===== src/assert_macros.svh =====
// Assertion helpers shared by the frame packer RTL.
// MCFP_ASSERT is masked while reset is asserted; MCFP_ASSERT_RST also checks during reset.
`ifndef ASSERT_MACROS_SVH
`define ASSERT_MACROS_SVH
`ifndef SYNTHESIS
`define MCFP_ASSERT(lbl, clk, rst_n, prop, msg) \
  lbl: assert property (@(posedge clk) disable iff (!rst_n) prop) else $error(msg);
`define MCFP_ASSERT_RST(lbl, clk, prop, msg) \
  lbl: assert property (@(posedge clk) prop) else $error(msg);
`else
`define MCFP_ASSERT(lbl, clk, rst_n, prop, msg)
`define MCFP_ASSERT_RST(lbl, clk, prop, msg)
`endif
`endif


===== src/mcfp_pkg.sv =====
`timescale 1ns / 1ps
`default_nettype none
package mcfp_pkg;

  localparam int IN_W   = 32;
  localparam int LIM_W  = 21;
  localparam int ID_W   = 11;
  localparam int LEN_W  = 4;
  localparam int PAY_W  = 64;
  localparam int IDX_W  = 2;

  localparam int ANGLE_BITS = 16;
  localparam int GAIN_BITS  = 12;

  // Scaled value after the (span / 2^frac) step, and reciprocal for the divide-by-span.
  localparam int XW  = 21;
  localparam int MW  = 28;
  localparam int MSH = 30;

  // Pipeline stages
  localparam int NS        = 5;
  localparam int ST_CLAMP  = 0;
  localparam int ST_LIMIT  = 1;
  localparam int ST_SCALE  = 2;
  localparam int ST_DIV    = 3;
  localparam int ST_OUT    = 4;

  localparam logic [LEN_W-1:0] FRAME_LEN = 4'd8;

  localparam logic signed [LIM_W-1:0] LIM_LO_RESET = -21'sd819200;
  localparam logic signed [LIM_W-1:0] LIM_HI_RESET = 21'sd819200;
  localparam logic [ID_W-1:0]         CAN_ID_RESET = 11'd1;

  typedef enum logic [IDX_W-1:0] {
    REG_ANGLE_LO = 2'd0,
    REG_ANGLE_HI = 2'd1,
    REG_CAN_ID   = 2'd2
  } cfg_reg_t;

  typedef struct packed {
    logic signed [LIM_W-1:0] lim_lo;
    logic signed [LIM_W-1:0] lim_hi;
    logic [ID_W-1:0]         can_id;
  } cfg_t;

  typedef struct packed {
    logic [NS-1:0] en;
    logic [NS-1:0] valid;
  } pipe_ctl_t;

endpackage
`default_nettype wire


===== src/mcfp_cfg_if.sv =====
`timescale 1ns / 1ps
`default_nettype none
interface mcfp_cfg_if;
  import mcfp_pkg::*;

  logic             valid;
  logic             ready;
  logic [IDX_W-1:0] index;
  logic [LIM_W-1:0] data;

  modport source (output valid, output index, output data, input ready);
  modport sink (input valid, input index, input data, output ready);
endinterface
`default_nettype wire


===== src/mcfp_cmd_if.sv =====
`timescale 1ns / 1ps
`default_nettype none
interface mcfp_cmd_if;
  import mcfp_pkg::*;

  logic                   valid;
  logic                   ready;
  logic signed [IN_W-1:0] angle_cmd;
  logic signed [IN_W-1:0] target_speed;
  logic signed [IN_W-1:0] stiffness;
  logic signed [IN_W-1:0] damping;
  logic signed [IN_W-1:0] feed_torque;

  modport source (
    output valid, output angle_cmd, output target_speed, output stiffness,
    output damping, output feed_torque, input ready
  );
  modport sink (
    input valid, input angle_cmd, input target_speed, input stiffness,
    input damping, input feed_torque, output ready
  );
endinterface
`default_nettype wire


===== src/mcfp_frame_if.sv =====
`timescale 1ns / 1ps
`default_nettype none
interface mcfp_frame_if;
  import mcfp_pkg::*;

  logic             valid;
  logic             ready;
  logic [ID_W-1:0]  frame_id;
  logic [PAY_W-1:0] frame_payload;
  logic [LEN_W-1:0] frame_length;

  modport source (
    output valid, output frame_id, output frame_payload, output frame_length, input ready
  );
  modport sink (
    input valid, input frame_id, input frame_payload, input frame_length, output ready
  );
endinterface
`default_nettype wire


===== src/mcfp_cfg_regs.sv =====
`timescale 1ns / 1ps
`default_nettype none
module mcfp_cfg_regs (
  input  wire logic         clk,
  input  wire logic         rst_n,
  mcfp_cfg_if.sink          cfg_wr,
  output mcfp_pkg::cfg_t    cfg
);
  import mcfp_pkg::*;

  cfg_t cfg_r;

  assign cfg_wr.ready = 1'b1;
  assign cfg          = cfg_r;

  always_ff @(posedge clk) begin
    if (!rst_n) begin
      cfg_r.lim_lo <= LIM_LO_RESET;
      cfg_r.lim_hi <= LIM_HI_RESET;
      cfg_r.can_id <= CAN_ID_RESET;
    end else if (cfg_wr.valid) begin
      case (cfg_reg_t'(cfg_wr.index))
        REG_ANGLE_LO: cfg_r.lim_lo <= cfg_wr.data;
        REG_ANGLE_HI: cfg_r.lim_hi <= cfg_wr.data;
        REG_CAN_ID:   cfg_r.can_id <= cfg_wr.data[ID_W-1:0];
        default: begin
          // drop writes to unmapped indexes
        end
      endcase
    end
  end

endmodule
`default_nettype wire


===== src/mcfp_pipe_ctrl.sv =====
`timescale 1ns / 1ps
`default_nettype none
`include "assert_macros.svh"
module mcfp_pipe_ctrl (
  input  wire logic            clk,
  input  wire logic            rst_n,
  input  wire logic            in_valid,
  output logic                 in_ready,
  input  wire logic            out_ready,
  output mcfp_pkg::pipe_ctl_t  ctl
);
  import mcfp_pkg::*;

  logic [NS-1:0] v_r;
  logic [NS-1:0] v_nxt;
  logic [NS-1:0] rdy;

  // A stage can load when it is empty or its word moves on this cycle.
  always_comb begin
    rdy[NS-1] = !v_r[NS-1] || out_ready;
    for (int i = NS - 2; i >= 0; i--) begin
      rdy[i] = !v_r[i] || rdy[i+1];
    end
  end

  always_comb begin
    v_nxt[0] = rdy[0] ? in_valid : v_r[0];
    for (int i = 1; i < NS; i++) begin
      v_nxt[i] = rdy[i] ? v_r[i-1] : v_r[i];
    end
  end

  always_ff @(posedge clk) begin
    if (!rst_n) begin
      v_r <= '0;
    end else begin
      v_r <= v_nxt;
    end
  end

  assign in_ready  = rdy[0];
  assign ctl.en    = rdy;
  assign ctl.valid = v_r;

  `MCFP_ASSERT_RST(a_rst_clears, clk, !rst_n |=> (v_r == '0), "pipeline valid bits not cleared")
  `MCFP_ASSERT(a_full_blocks, clk, rst_n, ((&v_r) && !out_ready) |-> !in_ready, "accepted into a full stalled pipe")
  `MCFP_ASSERT(a_accept_lands, clk, rst_n, (in_valid && in_ready) |=> v_r[0], "accepted word missing from first stage")
  `MCFP_ASSERT(a_stall_holds, clk, rst_n, (v_r[NS-1] && !out_ready && v_r[NS-2]) |=> (v_r[NS-1] && v_r[NS-2]), "stalled word lost")

endmodule
`default_nettype wire


===== src/mcfp_quant_lane.sv =====
`timescale 1ns / 1ps
`default_nettype none
`include "assert_macros.svh"
module mcfp_quant_lane #(
  parameter int FRAC_BITS = 16,
  parameter int LO_HALF   = -25,
  parameter int HI_HALF   = 25,
  parameter int BITS      = 16,
  parameter int LIMIT_EN  = 1
) (
  input  wire logic                              clk,
  input  wire logic                              rst_n,
  input  wire mcfp_pkg::pipe_ctl_t               ctl,
  input  wire logic signed [mcfp_pkg::IN_W-1:0]  din,
  input  wire logic signed [mcfp_pkg::LIM_W-1:0] lim_lo,
  input  wire logic signed [mcfp_pkg::LIM_W-1:0] lim_hi,
  output logic [BITS-1:0]                        code
);
  import mcfp_pkg::*;

  // Bounds are LO_HALF / HI_HALF halves of one unit; the span is K whole units.
  localparam int     CW   = (FRAC_BITS + 11 > 34) ? FRAC_BITS + 11 : 34;
  localparam longint LO_L = longint'(LO_HALF) * (longint'(1) << (FRAC_BITS - 1));
  localparam longint HI_L = longint'(HI_HALF) * (longint'(1) << (FRAC_BITS - 1));
  localparam int     K    = (HI_HALF - LO_HALF) / 2;
  localparam int     PW   = CW + BITS;

  localparam logic signed [CW-1:0] LO   = CW'(LO_L);
  localparam logic signed [CW-1:0] HI   = CW'(HI_L);
  localparam logic signed [CW-1:0] SPAN = CW'(longint'(K) << FRAC_BITS);
  localparam logic [BITS-1:0]      TOP  = '1;
  localparam logic [MW-1:0]        M    =
    MW'(((longint'(1) << MSH) + longint'(K) - 1) / longint'(K));
  localparam logic [XW-1:0]        XMAX = XW'(longint'(K) * ((longint'(1) << BITS) - 1));

  logic signed [CW-1:0] din_ext;
  logic signed [CW-1:0] a_nxt;
  logic signed [CW-1:0] a_r;
  logic signed [CW-1:0] lim_lo_ext;
  logic signed [CW-1:0] lim_hi_ext;
  logic signed [CW-1:0] b;
  logic signed [CW-1:0] d_nxt;
  logic signed [CW-1:0] d_r;
  logic [PW-1:0]        d_wide;
  logic [PW-1:0]        p;
  logic [XW-1:0]        x_nxt;
  logic [XW-1:0]        x_r;
  logic                 zero_nxt;
  logic                 full_nxt;
  logic                 zero_r;
  logic                 full_r;
  logic [XW+MW-1:0]     prod;
  logic [BITS-1:0]      code_nxt;
  logic [BITS-1:0]      code_r;

  // Stage 0: clamp to the fixed range.
  always_comb begin
    din_ext = {{(CW-IN_W){din[IN_W-1]}}, din};
    if (din_ext < LO) begin
      a_nxt = LO;
    end else if (din_ext > HI) begin
      a_nxt = HI;
    end else begin
      a_nxt = din_ext;
    end
  end

  // Stage 1: joint limits when LIMIT_EN is set (low limit wins), then offset from the range floor.
  always_comb begin
    lim_lo_ext = {{(CW-LIM_W){lim_lo[LIM_W-1]}}, lim_lo};
    lim_hi_ext = {{(CW-LIM_W){lim_hi[LIM_W-1]}}, lim_hi};
    b = a_r;
    if (LIMIT_EN != 0) begin
      if (a_r < lim_lo_ext) begin
        b = lim_lo_ext;
      end else if (a_r > lim_hi_ext) begin
        b = lim_hi_ext;
      end
    end
    d_nxt = b - LO;
  end

  // Stage 2: saturation flags and d * (2^BITS - 1) / 2^FRAC_BITS.
  always_comb begin
    zero_nxt = (d_r <= 0);
    full_nxt = (d_r >= SPAN);
    d_wide   = {{BITS{1'b0}}, d_r};
    p        = (d_wide << BITS) - d_wide;
    x_nxt    = p[FRAC_BITS +: XW];
  end

  // Stage 3: divide by K through the reciprocal; exact over the range of x.
  always_comb begin
    prod = {{MW{1'b0}}, x_r} * {{XW{1'b0}}, M};
    if (full_r) begin
      code_nxt = TOP;
    end else if (zero_r) begin
      code_nxt = '0;
    end else begin
      code_nxt = prod[MSH +: BITS];
    end
  end

  always_ff @(posedge clk) begin
    if (ctl.en[ST_CLAMP]) begin
      a_r <= a_nxt;
    end
    if (ctl.en[ST_LIMIT]) begin
      d_r <= d_nxt;
    end
    if (ctl.en[ST_SCALE]) begin
      x_r    <= x_nxt;
      zero_r <= zero_nxt;
      full_r <= full_nxt;
    end
    if (ctl.en[ST_DIV]) begin
      code_r <= code_nxt;
    end
  end

  assign code = code_r;

  `MCFP_ASSERT(a_clamp_range, clk, rst_n, ctl.valid[ST_CLAMP] |-> ((a_r >= LO) && (a_r <= HI)), "clamp stage out of range")
  `MCFP_ASSERT(a_sat_excl, clk, rst_n, ctl.valid[ST_SCALE] |-> !(zero_r && full_r), "both saturation flags set")
  `MCFP_ASSERT(a_scale_bound, clk, rst_n, (ctl.valid[ST_SCALE] && !zero_r && !full_r) |-> (x_r < XMAX), "scaled value past reciprocal range")

endmodule
`default_nettype wire


===== src/mit_command_frame_packer.sv =====
`timescale 1ns / 1ps
`default_nettype none
// Impedance-mode motor command packer. Each command word (angle, speed, stiffness,
// damping, feed-forward torque, all signed Q16.16 by default) is clamped, quantized
// to 16 bits (angle) or 12 bits (the rest) as floor((x-min)*(2^bits-1)/(max-min)),
// and packed big-endian into an 8-byte CAN payload sent with the configured
// identifier. The block takes one command word every cycle unless the output stalls;
// each word passes through five register stages (range clamp, joint-limit clamp and
// offset, scale, reciprocal multiply for the divide, output register) before its frame
// is returned. Stages advance independently, so bubbles close up behind a stalled
// output and the input keeps accepting until every stage holds a word. Write the
// joint limits and CAN identifier only while no command is in flight; reset loads
// limits of -12.5 and +12.5 in Q16.16 and identifier 1, and needs no clearing time.
module mit_command_frame_packer #(
  parameter int FRAC_BITS = 16
) (
  input  wire logic     clk,
  input  wire logic     rst_n,
  mcfp_cfg_if.sink      cfg_wr,
  mcfp_cmd_if.sink      in_cmd,
  mcfp_frame_if.source  out_frame
);
  import mcfp_pkg::*;

  cfg_t                  cfg;
  pipe_ctl_t             ctl;
  logic [ANGLE_BITS-1:0] pos_code;
  logic [GAIN_BITS-1:0]  spd_code;
  logic [GAIN_BITS-1:0]  kp_code;
  logic [GAIN_BITS-1:0]  kd_code;
  logic [GAIN_BITS-1:0]  tq_code;
  logic [PAY_W-1:0]      payload_nxt;
  logic [PAY_W-1:0]      payload_r;

  // Joint limits and CAN identifier
  mcfp_cfg_regs u_cfg (
    .clk    (clk),
    .rst_n  (rst_n),
    .cfg_wr (cfg_wr),
    .cfg    (cfg)
  );

  // Valid bits and per-stage load enables
  mcfp_pipe_ctrl u_ctrl (
    .clk       (clk),
    .rst_n     (rst_n),
    .in_valid  (in_cmd.valid),
    .in_ready  (in_cmd.ready),
    .out_ready (out_frame.ready),
    .ctl       (ctl)
  );

  // Angle: +-12.5, then the joint limits
  mcfp_quant_lane #(
    .FRAC_BITS (FRAC_BITS), .LO_HALF (-25), .HI_HALF (25),
    .BITS (ANGLE_BITS), .LIMIT_EN (1)
  ) u_pos (
    .clk (clk), .rst_n (rst_n), .ctl (ctl), .din (in_cmd.angle_cmd),
    .lim_lo (cfg.lim_lo), .lim_hi (cfg.lim_hi), .code (pos_code)
  );

  // Speed: +-45
  mcfp_quant_lane #(
    .FRAC_BITS (FRAC_BITS), .LO_HALF (-90), .HI_HALF (90),
    .BITS (GAIN_BITS), .LIMIT_EN (0)
  ) u_spd (
    .clk (clk), .rst_n (rst_n), .ctl (ctl), .din (in_cmd.target_speed),
    .lim_lo (cfg.lim_lo), .lim_hi (cfg.lim_hi), .code (spd_code)
  );

  // Stiffness: 0..500
  mcfp_quant_lane #(
    .FRAC_BITS (FRAC_BITS), .LO_HALF (0), .HI_HALF (1000),
    .BITS (GAIN_BITS), .LIMIT_EN (0)
  ) u_kp (
    .clk (clk), .rst_n (rst_n), .ctl (ctl), .din (in_cmd.stiffness),
    .lim_lo (cfg.lim_lo), .lim_hi (cfg.lim_hi), .code (kp_code)
  );

  // Damping: 0..5
  mcfp_quant_lane #(
    .FRAC_BITS (FRAC_BITS), .LO_HALF (0), .HI_HALF (10),
    .BITS (GAIN_BITS), .LIMIT_EN (0)
  ) u_kd (
    .clk (clk), .rst_n (rst_n), .ctl (ctl), .din (in_cmd.damping),
    .lim_lo (cfg.lim_lo), .lim_hi (cfg.lim_hi), .code (kd_code)
  );

  // Feed-forward torque: +-18
  mcfp_quant_lane #(
    .FRAC_BITS (FRAC_BITS), .LO_HALF (-36), .HI_HALF (36),
    .BITS (GAIN_BITS), .LIMIT_EN (0)
  ) u_tq (
    .clk (clk), .rst_n (rst_n), .ctl (ctl), .din (in_cmd.feed_torque),
    .lim_lo (cfg.lim_lo), .lim_hi (cfg.lim_hi), .code (tq_code)
  );

  // Pack big-endian: angle in the top 16 bits, then speed, stiffness, damping, torque.
  assign payload_nxt = {pos_code, spd_code, kp_code, kd_code, tq_code};

  // Output register; hold the word while the sink stalls.
  always_ff @(posedge clk) begin
    if (ctl.en[ST_OUT]) begin
      payload_r <= payload_nxt;
    end
  end

  // Users rewrite the identifier only with the pipe empty (unchecked); frame_id reads the register.
  assign out_frame.valid         = ctl.valid[ST_OUT];
  assign out_frame.frame_payload = payload_r;
  assign out_frame.frame_id      = cfg.can_id;
  assign out_frame.frame_length  = FRAME_LEN;

endmodule
`default_nettype wire


===== src/flat_wrapper.sv =====
// flat-port wrapper written by rule: the top's interface ports become plain ports
module mit_command_frame_packer_flat import mcfp_pkg::*;
#(
  parameter int FRAC_BITS = 16
)
  (clk, rst_n, cfg_wr_valid, cfg_wr_index, cfg_wr_data, cfg_wr_ready, in_cmd_valid, in_cmd_angle_cmd, in_cmd_target_speed, in_cmd_stiffness, in_cmd_damping, in_cmd_feed_torque, in_cmd_ready, out_frame_valid, out_frame_frame_id, out_frame_frame_payload, out_frame_frame_length, out_frame_ready);
  mcfp_cfg_if cfg_wr_i ();
  mcfp_cmd_if in_cmd_i ();
  mcfp_frame_if out_frame_i ();
  input  wire logic clk;
  input  wire logic rst_n;
  input wire logic [$bits(cfg_wr_i.valid)-1:0] cfg_wr_valid;
  input wire logic [$bits(cfg_wr_i.index)-1:0] cfg_wr_index;
  input wire logic [$bits(cfg_wr_i.data)-1:0] cfg_wr_data;
  output wire logic [$bits(cfg_wr_i.ready)-1:0] cfg_wr_ready;
  input wire logic [$bits(in_cmd_i.valid)-1:0] in_cmd_valid;
  input wire logic [$bits(in_cmd_i.angle_cmd)-1:0] in_cmd_angle_cmd;
  input wire logic [$bits(in_cmd_i.target_speed)-1:0] in_cmd_target_speed;
  input wire logic [$bits(in_cmd_i.stiffness)-1:0] in_cmd_stiffness;
  input wire logic [$bits(in_cmd_i.damping)-1:0] in_cmd_damping;
  input wire logic [$bits(in_cmd_i.feed_torque)-1:0] in_cmd_feed_torque;
  output wire logic [$bits(in_cmd_i.ready)-1:0] in_cmd_ready;
  output wire logic [$bits(out_frame_i.valid)-1:0] out_frame_valid;
  output wire logic [$bits(out_frame_i.frame_id)-1:0] out_frame_frame_id;
  output wire logic [$bits(out_frame_i.frame_payload)-1:0] out_frame_frame_payload;
  output wire logic [$bits(out_frame_i.frame_length)-1:0] out_frame_frame_length;
  input wire logic [$bits(out_frame_i.ready)-1:0] out_frame_ready;
  assign cfg_wr_i.valid = cfg_wr_valid;
  assign cfg_wr_i.index = cfg_wr_index;
  assign cfg_wr_i.data = cfg_wr_data;
  assign cfg_wr_ready = cfg_wr_i.ready;
  assign in_cmd_i.valid = in_cmd_valid;
  assign in_cmd_i.angle_cmd = in_cmd_angle_cmd;
  assign in_cmd_i.target_speed = in_cmd_target_speed;
  assign in_cmd_i.stiffness = in_cmd_stiffness;
  assign in_cmd_i.damping = in_cmd_damping;
  assign in_cmd_i.feed_torque = in_cmd_feed_torque;
  assign in_cmd_ready = in_cmd_i.ready;
  assign out_frame_valid = out_frame_i.valid;
  assign out_frame_frame_id = out_frame_i.frame_id;
  assign out_frame_frame_payload = out_frame_i.frame_payload;
  assign out_frame_frame_length = out_frame_i.frame_length;
  assign out_frame_i.ready = out_frame_ready;
  mit_command_frame_packer #(.FRAC_BITS(FRAC_BITS)) u_core (.clk(clk), .rst_n(rst_n), .cfg_wr(cfg_wr_i), .in_cmd(in_cmd_i), .out_frame(out_frame_i));
endmodule

===== config.mk =====
export PLATFORM = sky130hd
export DESIGN_NAME = mit_command_frame_packer_flat
export DESIGN_NICKNAME = d
export VERILOG_FILES = /design/src/mcfp_pkg.sv /design/src/mcfp_cfg_if.sv /design/src/mcfp_cmd_if.sv /design/src/mcfp_frame_if.sv /design/src/mcfp_cfg_regs.sv /design/src/mcfp_pipe_ctrl.sv /design/src/mcfp_quant_lane.sv /design/src/mit_command_frame_packer.sv /design/src/flat_wrapper.sv
export VERILOG_INCLUDE_DIRS = /design/src /design/src/src
export SDC_FILE = /design/constraint.sdc
export NUM_CORES = 2
export LEC_CHECK = 0
export BUFFER_PORTS_ARGS = -buffer_cell sky130_fd_sc_hd__buf_4
export CAP_MARGIN = 20
export CORE_MARGIN = 4
export CORE_UTILIZATION = 64
export DETAILED_ROUTE_END_ITERATION = 16
export PLACE_DENSITY = 0.82
export SKIP_CTS_REPAIR_TIMING = 1
export SYNTH_ARGS = -nofsm -noshare
export SYNTH_HDL_FRONTEND = slang
export SYNTH_SLANG_ARGS = --single-unit

===== constraint.sdc =====
create_clock -name clk -period 10.3 [get_ports clk]
set_clock_uncertainty 0.2 [all_clocks]
set_input_delay 0.515 -clock clk [delete_from_list [all_inputs] [get_ports clk]]
set_output_delay 0.515 -clock clk [all_outputs]
set_load 0.02 [all_outputs]

==> Flow_metrics.wiki <==
{| class="wikitable"
! Metric !! Value
|-
| Run status || complete, no violations
|-
| Worst Path Arrival || 8.17 ns
|-
| Warning count from the yosys run || 0
|-
| DP HPWL || 107000 microns
|-
| Summed negative setup slack over all endpoints || 0 ns
|-
| Unrepaired setup endpoints after global routing || no
|-
| Routed vias || 38700
|-
| Die H || 314 microns
|-
| Initial Util || 0.650
|-
| Ports || 270
|-
| Number of antenna violations at the first check in global routing || 0
|-
| Maximum clock path buffer count || 3
|-
| Antenna Diode Count || 0
|-
| Global-route wire length before repair || 211000 microns
|-
| Relative slew margins || 0.291
|-
| Setup slack, reg-to-reg || 2.27 ns
|-
| Initial drt markers || 2347
|-
| Mean cell area of the mapped netlist || 11.1 sq um
|-
| Pins Over Slew Limit || 0
|-
| Post-CTS clock slew at the launch and capture registers of the worst setup and hold paths || 0.06 ns
|-
| Top-count cell post-synth || sky130_fd_sc_hd__inv_1
|-
| Die area || 98600 sq um
|-
| Final Hold Violating Endpoints || 0
|-
| Root Driver || sky130_fd_sc_hd__clkbuf_16
|-
| Number of vias per cell || 5.50
|-
| Top FF cell, synth || sky130_fd_sc_hd__edfxtp_1
|-
| Area share of the leading cell type in the synthesized netlist || 0.285
|-
| Share of the cycle needed by the critical path after routing || 0.779
|-
| # port buffers || 264
|-
| Post-synthesis to final-layout area growth || 10.1%
|-
| Die width || 314 microns
|-
| Setup crit start kind || flip-flop
|-
| Largest area contributor in the netlist || sky130_fd_sc_hd__edfxtp_1
|-
| Global-route usage over all layers || 0.269
|-
| Post-synth design cell area || 59900 sq um
|-
| Number of CTS-inserted buffers || 69
|-
| Final weighted congestion in routability-driven placement || 0.968
|-
| Residual overflow from global routing || 0
|-
| Final setup violation count || 0
|-
| Transition time at the pin with the least slew margin || 1.06 ns
|-
| Top area cells in the synthesized netlist || sky130_fd_sc_hd__edfxtp_1 29%, sky130_fd_sc_hd__ha_1 22%, sky130_fd_sc_hd__fa_1 21%, sky130_fd_sc_hd__inv_1 8.2%, sky130_fd_sc_hd__dfxtp_1 1.9%
|-
| Aggregate routed wire length || 129000 microns
|-
| Largest net degree at the start of global routing || 99
|-
| Unique masters post-synth || 86
|-
| Post-detailed-route count of antenna-violating nets || 0
|-
| Post-synthesis register bit count || 627
|-
| Number of levels the H-tree was split into || 3
|-
| Achievable Freq || 125 MHz
|-
| # fillers || 6488
|-
| Number of maximum-capacitance constraint violations || 0
|-
| Number of enable-type register cells in the synthesized netlist || 569
|-
| Minimum period implied by the final worst setup slack || 8.03 ns
|-
| Num rows || 111
|-
| Drc violations || 0
|-
| Asr flop ratio synth || 0
|-
| Final #Nets || 7597
|-
| Sequential fraction of the synthesis area || 0.305
|-
| Cell types with the highest counts after synthesis || 1316 x sky130_fd_sc_hd__inv_1, 1034 x sky130_fd_sc_hd__ha_1, 633 x sky130_fd_sc_hd__fa_1
|-
| Highest net fanout along the worst path || 9
|-
| Crit path required time || 10.44 ns
|-
| Fraction of final layout cells with drive strength greater than 1 || 0.0752
|-
| Core Area || 92200 sq um
|-
| Worst setup path class || reg2reg
|-
| Type of the worst min-delay path || in2reg
|-
| Sink count of the clock tree || 627
|-
| TritonCTS clock tree || yes
|-
| Vias in the first global route || 41400
|-
| Clock insertion delay at the later pin of the skew report || 0.63 ns
|-
| Routed WL per cell || 18.3 microns
|-
| Setup crit end kind || flip-flop
|-
| Post-Syn Instances || 5421
|-
| First-pass detailed-route iteration total || 5
|}
path summary, 6_finish.rpt:
path | startpoint | cells past startpoint | end
max | u_core.u_pos.x_r[4] | 27 | u_core.u_pos.code[14]
min | in_cmd_target_speed[12] | 2 | u_core.u_spd.a_r[12]
max reg2reg | u_core.u_pos.x_r[4] | 27 | u_core.u_pos.code[14]
min reg2reg | u_core.u_kd.code[6] | 0 | u_core.out_frame.frame_payload[18]
layout make-up:
type                            count  area, sq um  area share
Clock buffer                       80         1810      0.0274
Inverter                         1316         4940      0.0749
Multi-Input combinational cell   3398        36400       0.552
Timing Repair Buffer              330         2620      0.0397
Tap cell                         1243         1560      0.0236
Clock inverter                     46          364     0.00552
Sequential cell                   627        18200       0.277
registers in the layout, summed over array words and instances, names as in the netlist, 12 cells and up:
name                            cells
u_core.u_spd.d_r                   34
u_core.u_pos.code                  16
u_core.u_kp.x_r                    21
u_core.u_tq.a_r                    32
u_core.u_tq.code                   12
u_core.u_kd.d_r                    32
u_core.u_kp.d_r                    32
u_core.out_frame.frame_payload     64
u_core.u_kd.code                   12
u_core.u_tq.x_r                    21
u_core.u_kp.a_r                    32
u_core.u_cfg.cfg                   53
u_core.u_kp.code                   12
u_core.u_spd.a_r                   32
u_core.u_pos.a_r                   32
u_core.u_kd.x_r                    21
u_core.u_pos.d_r                   34
u_core.u_tq.d_r                    34
u_core.u_spd.x_r                   21
u_core.u_pos.x_r                   21
u_core.u_kd.a_r                    32
u_core.u_spd.code                  12
per-layer routing:
layer | track usage | part of all wire | vias up
met3 | 0.0363 | 0.051 | 248
met4 | 0.0884 | 0.034 | 0
met1 | 0.357 | 0.43 | 18900
met2 | 0.462 | 0.49 | 950
li1 | - | - | 18600
met5 | 0 | 0 | -
worst max-delay path, stage by stage, from the launching register on:
cell,delay (ns)
sky130_fd_sc_hd__edfxtp_1,0.59
sky130_fd_sc_hd__inv_1,0.17
sky130_fd_sc_hd__fa_1,0.48
sky130_fd_sc_hd__inv_1,0.12
sky130_fd_sc_hd__ha_1,0.15
sky130_fd_sc_hd__inv_1,0.05
sky130_fd_sc_hd__fa_1,0.50
sky130_fd_sc_hd__inv_1,0.06
sky130_fd_sc_hd__fa_1,0.51
sky130_fd_sc_hd__inv_1,0.05
sky130_fd_sc_hd__fa_1,0.47
sky130_fd_sc_hd__inv_1,0.05
sky130_fd_sc_hd__fa_1,0.52
sky130_fd_sc_hd__inv_1,0.05
sky130_fd_sc_hd__fa_1,0.49
sky130_fd_sc_hd__inv_1,0.04
sky130_fd_sc_hd__ha_1,0.29
sky130_fd_sc_hd__a2111oi_0,0.40
sky130_fd_sc_hd__o21ai_0,0.18
sky130_fd_sc_hd__a2111oi_2,0.51
sky130_fd_sc_hd__o21ai_1,0.19
sky130_fd_sc_hd__o311ai_1,0.41
sky130_fd_sc_hd__o21ai_1,0.24
sky130_fd_sc_hd__a41oi_2,0.32
sky130_fd_sc_hd__o21ai_2,0.13
sky130_fd_sc_hd__a311oi_1,0.31
sky130_fd_sc_hd__xor2_1,0.17
sky130_fd_sc_hd__o21bai_1,0.07
stage by stage:
step / cells / utilization / hold WS, ns / setup slack, ns / cell area, sq um
floorplan: 5444 / - / 0.200 / 3.14 / 60000
global placement: 6861 / 0.686 / 0.201 / 2.32 / 63200
detailed placement: 6861 / 0.686 / 0.205 / 2.24 / 63200
CTS: 6987 / 0.709 / -0.0797 / 2.21 / 65400
global route: 7040 / 0.715 / 0.0000335 / 1.81 / 65900
finish: 7040 / 0.715 / 0.00132 / 2.27 / 65900
cells in the final DEF (no fill, tap or decap), types with 13 or more instances in the layout:
cell | Yosys | layout
sky130_fd_sc_hd__mux2i_1 | 13 | 13
sky130_fd_sc_hd__conb_1 | 2 | 25
sky130_fd_sc_hd__xor2_1 | 64 | 64
sky130_fd_sc_hd__edfxtp_1 | 569 | 569
sky130_fd_sc_hd__o21a_1 | 32 | 32
sky130_fd_sc_hd__and2_1 | 64 | 64
sky130_fd_sc_hd__o211ai_1 | 23 | 23
sky130_fd_sc_hd__o21ai_0 | 88 | 88
sky130_fd_sc_hd__nand2b_1 | 20 | 20
sky130_fd_sc_hd__nand2_1 | 215 | 213
sky130_fd_sc_hd__dlygate4sd3_1 | 0 | 52
sky130_fd_sc_hd__nor4_1 | 69 | 69
sky130_fd_sc_hd__a21oi_1 | 143 | 143
sky130_fd_sc_hd__nand4_1 | 58 | 58
sky130_fd_sc_hd__nor2_1 | 150 | 150
sky130_fd_sc_hd__nor3_1 | 60 | 60
sky130_fd_sc_hd__a21o_1 | 106 | 106
sky130_fd_sc_hd__ha_1 | 1034 | 1034
sky130_fd_sc_hd__o21bai_1 | 36 | 36
sky130_fd_sc_hd__a21boi_0 | 45 | 45
sky130_fd_sc_hd__nand3_1 | 58 | 57
sky130_fd_sc_hd__inv_1 | 1316 | 1314
sky130_fd_sc_hd__dfxtp_1 | 58 | 58
sky130_fd_sc_hd__clkinv_2 | 0 | 15
sky130_fd_sc_hd__fa_1 | 633 | 633
sky130_fd_sc_hd__or2_2 | 17 | 17
sky130_fd_sc_hd__and3_1 | 51 | 51
sky130_fd_sc_hd__and4_1 | 14 | 14
sky130_fd_sc_hd__clkbuf_16 | 0 | 70
sky130_fd_sc_hd__buf_4 | 16 | 277
sky130_fd_sc_hd__nor2b_1 | 42 | 42
sky130_fd_sc_hd__xnor2_1 | 125 | 125
sky130_fd_sc_hd__a31oi_1 | 36 | 36
sky130_fd_sc_hd__a211oi_1 | 18 | 18
cells by family after synthesis:
| family | after synthesis | share of synthesized area |
|---|---|---|
| AO/OA/AOI/OAI | 632 | 0.0721 |
| XOR/XNOR | 189 | 0.0276 |
| adder cells (fa/ha/maj) | 1667 | 0.427 |
| buffers and inverters | 1419 | 0.0900 |
| flip-flops | 627 | 0.305 |
| multiplexers | 20 | 0.00372 |
| other | 2 | 0.000125 |
| AND/OR/NAND/NOR | 865 | 0.0744 |
Power is not shown: default switching activity piles up to over one toggle a cycle in this logic, so the estimate is an artifact.
